--- config.mk ---
export PLATFORM = sky130hd
export DESIGN_NAME = twcc_feedback_collector_unit
export DESIGN_NICKNAME = d
export VERILOG_FILES = /design/src/design/twcc_pkg.sv /design/src/design/twcc_feedback_collector_unit.sv
export SDC_FILE = /design/constraint.sdc
export NUM_CORES = 2
export LEC_CHECK = 0
export BUFFER_PORTS_ARGS = -buffer_cell sky130_fd_sc_hd__buf_2
export CAP_MARGIN = 20
export CORE_MARGIN = 2
export CORE_UTILIZATION = 25
export CTS_CLUSTER_SIZE = 8
export DETAILED_ROUTE_END_ITERATION = 10
export MAX_ROUTING_LAYER = met4
export SLEW_MARGIN = 20
export SYNTH_ARGS = -nofsm -noshare
export SYNTH_HDL_FRONTEND = slang
export SYNTH_SLANG_ARGS = --single-unit
--- constraint.sdc ---
create_clock -name clk_i -period 14.36 [get_ports clk_i]
set_input_delay 2.872 -clock clk_i [delete_from_list [all_inputs] [get_ports clk_i]]
set_output_delay 2.872 -clock clk_i [all_outputs]
set_load 0.02 [all_outputs]
--- src/design/twcc_pkg.sv ---
// Shared types and constants for the transport-wide feedback collector.
package twcc_pkg;

  localparam int unsigned Window    = 32;
  localparam int unsigned SlotW     = $clog2(Window);
  localparam int unsigned SpanW     = SlotW + 1;
  localparam int unsigned CfgIdxW   = 1;
  localparam int signed   WrapLimit = 32'sh0000FF00;

  localparam logic [CfgIdxW-1:0] CfgMaxPackets = 1'b0;
  localparam logic [CfgIdxW-1:0] CfgMaxDelta   = 1'b1;

  localparam logic [1:0] SymNone  = 2'd0;
  localparam logic [1:0] SymSmall = 2'd1;
  localparam logic [1:0] SymLarge = 2'd2;

  typedef struct packed {
    logic [31:0] stream_id;
    logic [15:0] sequence_req;
    logic [39:0] arrival_ms;
  } in_word_t;

  typedef struct packed {
    logic [31:0]        report_stream_id;
    logic [15:0]        entry_sequence;
    logic [1:0]         symbol;
    logic signed [15:0] receive_delta;
    logic [33:0]        reference_time;
    logic [7:0]         report_count;
    logic               last_of_report;
  } out_word_t;

  typedef enum logic [2:0] {
    StIdle,
    StClassify,
    StStore,
    StCheck,
    StRefRead,
    StWalk,
    StEmit
  } state_e;

endpackage

--- src/design/twcc_feedback_collector_unit.sv ---
// Top level: packet store, classifier and sequential feedback report walker.
// Flow: a dropped packet passes through classify back to idle; a stored packet that
// causes no report passes through store and check; a report adds a reference read
// and, per entry, a slot read then an emit, plus any output stall.
// Throughput: one packet at a time; the report walk over the span (up to 32
// entries) through the single slot memory read port sets the rate.
// Reset clears control state, valid bits, counters and the config registers
// (max_packets 20, max_time_delta_ms 256); slot times are undefined until written.
module twcc_feedback_collector_unit (
  input  logic                 clk_i,
  input  logic                 rst_ni,
  input  logic                 in_valid_i,
  output logic                 in_stall_o,
  input  twcc_pkg::in_word_t   in_word_i,
  output logic                 out_valid_o,
  input  logic                 out_stall_i,
  output twcc_pkg::out_word_t  out_word_o,
  input  logic                 cfg_valid_i,
  output logic                 cfg_ready_o,
  input  logic [twcc_pkg::CfgIdxW-1:0] cfg_index_i,
  input  logic [15:0]          cfg_data_i
);

  // slot memory
  logic [39:0] slot_mem [twcc_pkg::Window];
  logic [twcc_pkg::SlotW-1:0] rd_addr;
  logic [39:0] rd_data_q;
  logic        wr_en;

  twcc_pkg::state_e state_q, state_d;
  logic [twcc_pkg::Window-1:0] valid_q, valid_d;
  logic [15:0] oldest_q, oldest_d, newest_q, newest_d;
  logic [5:0]  count_q, count_d;
  logic [39:0] first_q, first_d, latest_q, latest_d;
  logic [7:0]  fbc_q, fbc_d;
  logic [5:0]  max_pkts_q;
  logic [15:0] max_delta_q;
  twcc_pkg::in_word_t pkt_q, pkt_d;
  logic        after_store_q, after_store_d;
  logic [twcc_pkg::SpanW-1:0] idx_q, idx_d;
  logic [twcc_pkg::SpanW:0]   span_q, span_d;
  logic [33:0] ref_q, ref_d;
  logic [39:0] last_q, last_d;
  twcc_pkg::out_word_t out_q, out_d;
  logic        out_v_q, out_v_d;

  logic [twcc_pkg::SlotW-1:0] pkt_slot;
  logic signed [17:0] dseq;
  logic [15:0] lo, hi, walk_seq;
  logic [16:0] width;
  logic [39:0] diff, spread;
  logic [15:0] d16;

  assign pkt_slot = pkt_q.sequence_req[twcc_pkg::SlotW-1:0];
  assign in_stall_o  = (state_q != twcc_pkg::StIdle);
  assign cfg_ready_o = 1'b1;
  assign out_valid_o = out_v_q;
  assign out_word_o  = out_q;

  // configuration registers
  always_ff @(posedge clk_i or negedge rst_ni) begin
    if (!rst_ni) begin
      max_pkts_q  <= 6'd20;
      max_delta_q <= 16'd256;
    end else if (cfg_valid_i) begin
      case (cfg_index_i)
        twcc_pkg::CfgMaxPackets: max_pkts_q  <= cfg_data_i[5:0];
        twcc_pkg::CfgMaxDelta:   max_delta_q <= cfg_data_i;
        default: ;
      endcase
    end
  end

  // write and read the slot memory
  always_ff @(posedge clk_i) begin
    if (wr_en) slot_mem[pkt_slot] <= pkt_q.arrival_ms;
    rd_data_q <= slot_mem[rd_addr];
  end

  // state registers
  always_ff @(posedge clk_i or negedge rst_ni) begin
    if (!rst_ni) begin
      state_q <= twcc_pkg::StIdle;
      valid_q <= '0;
      oldest_q <= '0;
      newest_q <= '0;
      count_q <= '0;
      first_q <= '0;
      latest_q <= '0;
      fbc_q <= '0;
      out_v_q <= 1'b0;
      after_store_q <= 1'b0;
      idx_q <= '0;
      span_q <= '0;
    end else begin
      state_q <= state_d;
      valid_q <= valid_d;
      oldest_q <= oldest_d;
      newest_q <= newest_d;
      count_q <= count_d;
      first_q <= first_d;
      latest_q <= latest_d;
      fbc_q <= fbc_d;
      out_v_q <= out_v_d;
      after_store_q <= after_store_d;
      idx_q <= idx_d;
      span_q <= span_d;
    end
  end

  // payload registers
  always_ff @(posedge clk_i) begin
    pkt_q  <= pkt_d;
    ref_q  <= ref_d;
    last_q <= last_d;
    out_q  <= out_d;
  end

  // classify, store, check and walk
  always_comb begin
    state_d = state_q;
    valid_d = valid_q;
    oldest_d = oldest_q;
    newest_d = newest_q;
    count_d = count_q;
    first_d = first_q;
    latest_d = latest_q;
    fbc_d = fbc_q;
    pkt_d = pkt_q;
    after_store_d = after_store_q;
    idx_d = idx_q;
    span_d = span_q;
    ref_d = ref_q;
    last_d = last_q;
    out_d = out_q;
    out_v_d = out_v_q && out_stall_i;
    wr_en = 1'b0;
    rd_addr = oldest_q[twcc_pkg::SlotW-1:0];
    dseq = $signed({2'b00, pkt_q.sequence_req}) - $signed({2'b00, newest_q});
    lo = (pkt_q.sequence_req < oldest_q) ? pkt_q.sequence_req : oldest_q;
    hi = (pkt_q.sequence_req > newest_q) ? pkt_q.sequence_req : newest_q;
    width = {1'b0, hi} - {1'b0, lo} + 17'd1;
    spread = latest_q - first_q;
    walk_seq = oldest_q + 16'(idx_q);
    diff = rd_data_q - last_q;
    d16 = {diff[13:0], 2'b00};

    case (state_q)
      twcc_pkg::StIdle: begin
        if (in_valid_i) begin
          pkt_d = in_word_i;
          state_d = twcc_pkg::StClassify;
        end
      end
      twcc_pkg::StClassify: begin
        if (count_q == '0) begin
          state_d = twcc_pkg::StStore;
        end else if (dseq < -18'sd65280) begin
          after_store_d = 1'b0;
          state_d = twcc_pkg::StRefRead;
        end else if (dseq > 18'sd65280) begin
          state_d = twcc_pkg::StIdle;
        end else if (width > 17'(twcc_pkg::Window) || valid_q[pkt_slot]) begin
          state_d = twcc_pkg::StIdle;
        end else begin
          state_d = twcc_pkg::StStore;
        end
      end
      twcc_pkg::StStore: begin
        wr_en = 1'b1;
        if (count_q == '0) begin
          oldest_d = pkt_q.sequence_req;
          newest_d = pkt_q.sequence_req;
          first_d = pkt_q.arrival_ms;
        end else begin
          if (pkt_q.sequence_req < oldest_q) oldest_d = pkt_q.sequence_req;
          if (pkt_q.sequence_req > newest_q) newest_d = pkt_q.sequence_req;
        end
        valid_d[pkt_slot] = 1'b1;
        count_d = count_q + 6'd1;
        latest_d = pkt_q.arrival_ms;
        state_d = twcc_pkg::StCheck;
      end
      twcc_pkg::StCheck: begin
        if (count_q >= max_pkts_q || spread >= {24'd0, max_delta_q}) begin
          after_store_d = 1'b1;
          state_d = twcc_pkg::StRefRead;
        end else begin
          state_d = twcc_pkg::StIdle;
        end
      end
      twcc_pkg::StRefRead: begin
        // rd_data_q now holds the oldest slot time
        ref_d = rd_data_q[39:6];
        last_d = {rd_data_q[39:6], 6'd0};
        span_d = (twcc_pkg::SpanW+1)'(newest_q - oldest_q + 16'd1);
        idx_d = '0;
        rd_addr = oldest_q[twcc_pkg::SlotW-1:0];
        state_d = twcc_pkg::StWalk;
      end
      twcc_pkg::StWalk: begin
        // fetch the slot for this entry
        rd_addr = walk_seq[twcc_pkg::SlotW-1:0];
        state_d = twcc_pkg::StEmit;
      end
      twcc_pkg::StEmit: begin
        rd_addr = walk_seq[twcc_pkg::SlotW-1:0];
        if (!(out_v_q && out_stall_i)) begin
          out_v_d = 1'b1;
          out_d.report_stream_id = pkt_q.stream_id;
          out_d.entry_sequence = walk_seq;
          out_d.reference_time = ref_q;
          out_d.report_count = fbc_q;
          out_d.last_of_report = ({1'b0, idx_q} + 1'b1 == span_q);
          if (valid_q[walk_seq[twcc_pkg::SlotW-1:0]]) begin
            out_d.receive_delta = d16;
            out_d.symbol = (d16[15] || d16 > 16'h00FF) ? twcc_pkg::SymLarge
                                                       : twcc_pkg::SymSmall;
            last_d = rd_data_q;
          end else begin
            out_d.receive_delta = '0;
            out_d.symbol = twcc_pkg::SymNone;
          end
          if (out_d.last_of_report || idx_q == twcc_pkg::SpanW'(twcc_pkg::Window - 1)) begin
            fbc_d = fbc_q + 8'd1;
            valid_d = '0;
            count_d = '0;
            first_d = '0;
            state_d = after_store_q ? twcc_pkg::StIdle : twcc_pkg::StStore;
          end else begin
            idx_d = idx_q + 1'b1;
            state_d = twcc_pkg::StWalk;
          end
        end
      end
      default: state_d = twcc_pkg::StIdle;
    endcase
  end

  // no word is taken while a packet is in work
  assert property (@(posedge clk_i) disable iff (!rst_ni)
    (state_q != twcc_pkg::StIdle) |-> in_stall_o)
    else $error("input taken while busy");
  // stored count matches the valid bits
  assert property (@(posedge clk_i) disable iff (!rst_ni)
    (state_q == twcc_pkg::StIdle) |-> ($countones(valid_q) == 32'(count_q)))
    else $error("stored count out of step with valid bits");
  // results only come out of the emit step
  assert property (@(posedge clk_i) disable iff (!rst_ni)
    $rose(out_valid_o) |-> ($past(state_q) == twcc_pkg::StEmit))
    else $error("result outside report walk");

endmodule
Word level (Yosys, flattened, before mapping)
Memory sizes are Yosys's and may differ from the RTL's. A register that Yosys moved wholly into a read port is not among the register bits.
Index checks and enable logic that the tools add are counted.
{ "totals": {"rom_bits": 0, "out_inout_bits": 112, "inputBits": 110, "ram_bits": 1280, "ff_bits": 443, "word_cells": 141, "latchBits": 0, "mem_count": 1} }
{ "classes": {"n_reduce_logical": 24, "order_cmp": 11, "eq_ne": 17, "muxes": 46, "shift": 0, "mul": 0, "n_bitwise": 3, "div_mod_pow": 0, "addsub": 12} }
{ "memory_table": {"columns": ["memory", "words", "width", "read_ports", "rd_ports_with_merged_regs", "write_ports", "line_no", "text"], "rows": [
  ["slot_mem", 32, 40, 1, 1, 1, "twcc_feedback_collector_unit.sv:25", "logic [39:0] slot_mem [twcc_pkg::Window];"]
]} }
{ "ops": {"columns": ["operator", "count"], "rows": [
  ["40-bit 2-to-1 mux", 3],
  ["40-bit one-hot mux with 2 select lines", 1],
  ["16-bit 2-to-1 mux", 4],
  ["32-bit 2-to-1 mux", 2],
  ["32-bit one-hot mux with 2 select lines", 1],
  ["40-bit by 16-bit >= comparator with 1-bit output", 1],
  ["40-bit subtractor", 1],
  ["16-bit by 16-bit subtractor with 17-bit output", 2],
  ["32-bit bitwise OR", 1],
  ["14-bit 2-to-1 mux", 2],
  ["14-bit one-hot mux with 2 select lines", 1],
  ["6-bit 2-to-1 mux", 4],
  ["6-bit one-hot mux with 2 select lines", 2],
  ["3-bit one-hot mux with 7 select lines", 1],
  ["3-bit 2-to-1 mux", 6],
  ["2-bit inequality test (second input constant)", 9],
  ["17-bit by 1-bit adder with 17-bit output (second input constant)", 1],
  ["17-bit greater-than comparator (second input constant)", 1],
  ["17-bit by 6-bit greater-than comparator with 1-bit output (second input constant)", 1],
  ["17-bit < comparator (second input constant)", 1],
  ["16-bit by 6-bit adder with 16-bit output", 1],
  ["16-bit greater-than comparator", 1],
  ["16-bit by 8-bit greater-than comparator with 1-bit output (second input constant)", 1],
  ["16-bit < comparator", 1],
  ["other kinds (31)", 64]
]} }

Logic depth before layout (Yosys ltp)
{ "depth": {"depth_word": 11, "ltp_mapped": 29, "mapped_depth_nobuf": 27} }

Least setup slack after synthesis
No wires, ideal clock.
{ "synth_path": {"path_kind": "input port to flip-flop", "from": "in out_stall_i", "to": "reg idx_q[0] in the netlist's numbering", "setup_slack_ns": 5.851, "path_stages": 5, "required_time_ns": 14.252, "setup_ns": 0.108, "t_arrival_ns": 8.401, "n_path_buf": 1, "cell_sequence": "and2_1 > clkbuf_1 > nor2_1 > nand2_1 > o21ai_0"} }
{ "synth_between": {"elab_chain_len": 3} }
{ "synth_rtl": {"columns": ["element", "line_no", "text"], "rows": [
  ["start, declared", "twcc_feedback_collector_unit.sv:16", "input logic out_stall_i,"],
  ["1-bit logical AND", "twcc_feedback_collector_unit.sv:208", "if (!(out_v_q && out_stall_i)) begin"],
  ["2-bit inequality test (no source line)", null, null],
  ["3-bit AND reduction (no source line)", null, null],
  ["end signal, assigned", "twcc_feedback_collector_unit.sv:106", "idx_q <= idx_d;"],
  ["end, declared", "twcc_feedback_collector_unit.sv:40", "logic [twcc_pkg::SpanW-1:0] idx_q, idx_d;"]
]} }
No other way between the ends.
A chain may end at the register's enable or synchronous reset.

Worst setup path after layout
{ "layout_path": {"from": "reg pkt_q[41] in the netlist's numbering", "to": "reg state_q[1]"} }
{ "layout_between": {"elab_chain_len": 11, "elab_cells_between_ends": 18, "classes_between": "add/sub (3); order compare (5); mux (9); reduce/logical (1)"} }
{ "layout_rtl": {"columns": ["element", "line_no", "text"], "rows": [
  ["start, declared", "twcc_feedback_collector_unit.sv:38", "twcc_pkg::in_word_t pkt_q, pkt_d;"],
  ["start signal, assigned", "twcc_feedback_collector_unit.sv:113", "pkt_q <= pkt_d;"],
  ["16-bit greater-than comparator / 16-bit < comparator (equally long branches)", "twcc_feedback_collector_unit.sv:141, twcc_feedback_collector_unit.sv:140", null],
  ["16-bit 2-to-1 mux (on tied branches)", null, null],
  ["16-bit by 16-bit subtractor with 17-bit output", "twcc_feedback_collector_unit.sv:142", "width = {1'b0, hi} - {1'b0, lo} + 17'd1;"],
  ["17-bit by 1-bit adder with 17-bit output", "twcc_feedback_collector_unit.sv:142", null],
  ["17-bit by 6-bit greater-than comparator with 1-bit output", "twcc_feedback_collector_unit.sv:163", "end else if (width > 17'(twcc_pkg::Window) || valid_q[pkt_slot]) begin"],
  ["1-bit logical OR", "twcc_feedback_collector_unit.sv:163", null],
  ["2-bit 2-to-1 mux", "twcc_feedback_collector_unit.sv:163", null],
  ["2-bit 2-to-1 mux", "twcc_feedback_collector_unit.sv:161", "end else if (dseq > 18'sd65280) begin"],
  ["3-bit 2-to-1 mux *", "twcc_feedback_collector_unit.sv:158", "end else if (dseq < -18'sd65280) begin"],
  ["3-bit 2-to-1 mux *", "twcc_feedback_collector_unit.sv:156", "if (count_q == '0) begin"],
  ["3-bit one-hot mux with 7 select lines *", "twcc_feedback_collector_unit.sv:148", "case (state_q)"],
  ["end signal, assigned", "twcc_feedback_collector_unit.sv:83", "state_q <= twcc_pkg::StIdle;"],
  ["end signal, assigned", "twcc_feedback_collector_unit.sv:96", "state_q <= state_d;"],
  ["end, declared", "twcc_feedback_collector_unit.sv:30", "twcc_pkg::state_e state_q, state_d;"]
]} }
Mark *: on every way between the ends. The rest lies on a longest branch, timed or not. The select of a mux whose other input is x is not followed.

==> results.yml <==
outcome:
  outcome: "completed"
clocking:
  cts.repair.resized: 0
  cts_hold_buf: 0
  cts_buffers: 238
  cts_max_level: 4
  clkTransAtPathRegs_ns: 0.05
  cts_buffer_depth: 3
  post_cts_buffers: 0
  clockRootBuffer: "clkbuf_16"
  cts_tree: "done"
  clk_latency_ns: 0.87
  clkSinkCount: 1761
global_routing:
  grt_max_degree: 145
  grt_usage_pct: 13.16
  grt_antenna_before_repair: 18
  grt_pass1_wl_um: 278100
  overflow: 0
  grt_pass1_vias: 40030
floorplanning:
  die_x_um: 542.6
  io_pins: 222
  rows: 197
  die_area_mm2: 0.2944
  core_mm2: 0.2884
  start_util_pct: 25.15
  fp.dieH_um: 542.6
critical_path:
  startpoint_type: "flop"
  cp-end-kind: "flop"
  crit_required_ns: 15.15
  arrival_ns: 7.48
  cp_max_fo: 19
  worst-setup-path-type: "flop to flop"
sta:
  setup_viol: 0
  slew_headroom_pct: 22.79
  hold_viol_final: 0
  rsz0062_at_grt: "false"
  max_freq_mhz: 149.4
  hold_slack_ns: 0.3961
  fin_crit_sh_pct: 46.61
  drv_slew: 0
  fin_skew_ns: 0.07449
  period_needed_ns: 6.693
  tightest_slew_ns: 1.150
  finalSetupTns_ns: 0
yosys:
  yosys.area.top_type: "edfxtp_1"
  synth_edf_count: 1523
  post-synth-top-count-cell: "edfxtp_1"
  yosysTopAreaCellShare_pct: 63.07
  synth.area.top_cells: "edfxtp_1 63%, mux4_2 10%, dfrtp_1 6.7%"
  synth.cell_area_mm2: 0.07252
  synthArstFlopShare_pct: 11.24
  ys_types: 87
  synthFlopType: "edfxtp_1"
  synth_seq_cells: 1761
  netlist_top_cells_count: "1523 x edfxtp_1, 338 x mux4_2, 224 x nand2_1"
  syn_area_per_cell_um2: 17.65
  yosysWarnings: 0
  synth_cells: 4109
  yosysSeqAreaShare_pct: 71.01
job:
  maxCapViolCount: 0
detailed_routing:
  viasPerCell: 4.585
  first_pass_iters: 5
  wl_um: 192100
  vias: 38910
  ant_nets: 0
  drt_iter0_markers: 3572
  drc: 0
  wire_per_inst_um: 22.64
hold_path:
  hold_path_class: "flop to flop"
layout:
  final_util_pct: 29.89
  nFillCells: 28260
  drive_above_1_share_pct: 24.73
  nNetsFinal: 4765
  syn_to_final_growth_pct: 18.85
pwr:
  vdd_ir_drop_max_mv: 0.1972
  leakagePower_uw: 0.02952
  p_total_uw: 18770
  power_density_mw_per_mm2: 217.8
placed_design:
  place_hpwl_um: 110500
  io_buffers: 218
  place_congestion: 0.8671
==> cell families (layout without fill, tap and decap cells) <==
kind of cell               count (synthesis)  after routing  synth area share (%)
and+or+nand+nor                          605            605                 3.742
muxes                                    626            626                 14.78
DFF                                     1761           1761                 71.01
adders and majority gates                163            163                 2.874
AOI/OAI and AO/OA                        535            535                 4.653
other                                      2             14               0.01036
buffers and inverters                    324            908                 1.803
xor gates and xnor gates                  93             93                 1.123
==> area by class of cell <==
class	count	area (um2)	area share (%)
Tap cell	3781	4731	5.489
Clock buffer	430	6729	7.808
Antenna cell	11	27.53	0.03194
Timing Repair Buffer	322	2300	2.668
Clock inverter	12	287.8	0.3339
Inverter	144	540.5	0.6272
Multi-Input combinational cell	2025	20080	23.29
Sequential cell	1761	51490	59.75
==> metrics by stage <==
step                cells  cell area [um2]  setup WS (ns)
finish               8486            86190          7.667
global route         8484            86180          7.289
CTS                  8445            85690          7.670
detailed placement   8003            78670          7.738
global placement     7997            78530          7.641
floorplan            4110            72520          5.851
==> sequential cells by signal, indices dropped and copies added (netlist names), 8 cells and up <==
signal and cells:
oldest_q 16, newest_q 16, slot_mem 1280, valid_q 32, ref_q 34, out_word_o 107
rd_data_q 40, pkt_q 88, latest_q 40, max_delta_q 16, last_q 14, fbc_q 8
first_q 40
==> path summary, 6_finish.rpt <==
kind,startpoint,depth (start not counted),endpoint,slack [ns]
max,pkt_q[41]$_DFFE_PP_,27,state_q[1]$_DFFE_PN0P_,7.67
max in group asynchronous,rst_ni,3,valid_q[3]$_DFFE_PN0P_,10.04
min in group asynchronous,rst_ni,1,fbc_q[7]$_DFFE_PN0P_,1.99
min reg2reg,rd_data_q[38]$_DFF_P_,0,ref_q[32]$_DFFE_PN_,0.40
min,rd_data_q[38]$_DFF_P_,0,ref_q[32]$_DFFE_PN_,0.40
max reg2reg,pkt_q[41]$_DFFE_PP_,27,state_q[1]$_DFFE_PN0P_,7.67
==> critical path, stage by stage (launching register included) <==
cell      delay, ns
edfxtp_1       0.82
ha_1           0.36
a21o_1         0.18
a21o_1         0.19
a21o_1         0.18
a211oi_1       0.36
o211ai_1       0.18
a31oi_1        0.30
o21ai_1        0.11
a21o_1         0.18
buf_4          0.23
nand2_1        0.11
o21ai_0        0.08
ha_1           0.30
inv_1          0.04
ha_1           0.21
fa_1           0.41
a21o_1         0.19
a21oi_1        0.23
nor2b_1        0.08
o21a_1         0.18
or4_1          0.45
a31oi_1        0.19
o21ai_0        0.13
mux2i_1        0.14
a31o_2         0.21
or4_1          0.40
o21ai_1        0.13
==> metal layers <==
layer / up-vias / global-route usage (%) / part of all wire, %
li1: 17030 / - / -
met1: 20350 / 17.00 / 43
met2: 1270 / 21.14 / 48
met3: 254 / 2.460 / 6.6
met4: 0 / 3.622 / 2.2
met5: - / - / 0
==> power breakdown <==
part           switching (uW)  internal, uW
Clock                    2120          3130
Combinational            3800          2990
Sequential                445          6280
Total                    6370         12400
==> cell usage in the layout (no fill, tap or decap), types with 40 or more instances in the layout <==
| cell | n |
|---|---|
| mux4_2 | 338 |
| mux2i_1 | 101 |
| nand2_1 | 223 |
| nor2_1 | 160 |
| clkbuf_1 | 189 |
| buf_2 | 217 |
| a21oi_1 | 155 |
| edfxtp_1 | 1523 |
| o211ai_1 | 50 |
| o21ai_0 | 147 |
| dfxtp_1 | 40 |
| dfrtp_1 | 195 |
| inv_1 | 143 |
| ha_1 | 157 |
| buf_4 | 62 |
| mux2_2 | 173 |
| clkbuf_16 | 240 |
| xnor2_1 | 60 |
(Power assumes the default switching activity.)
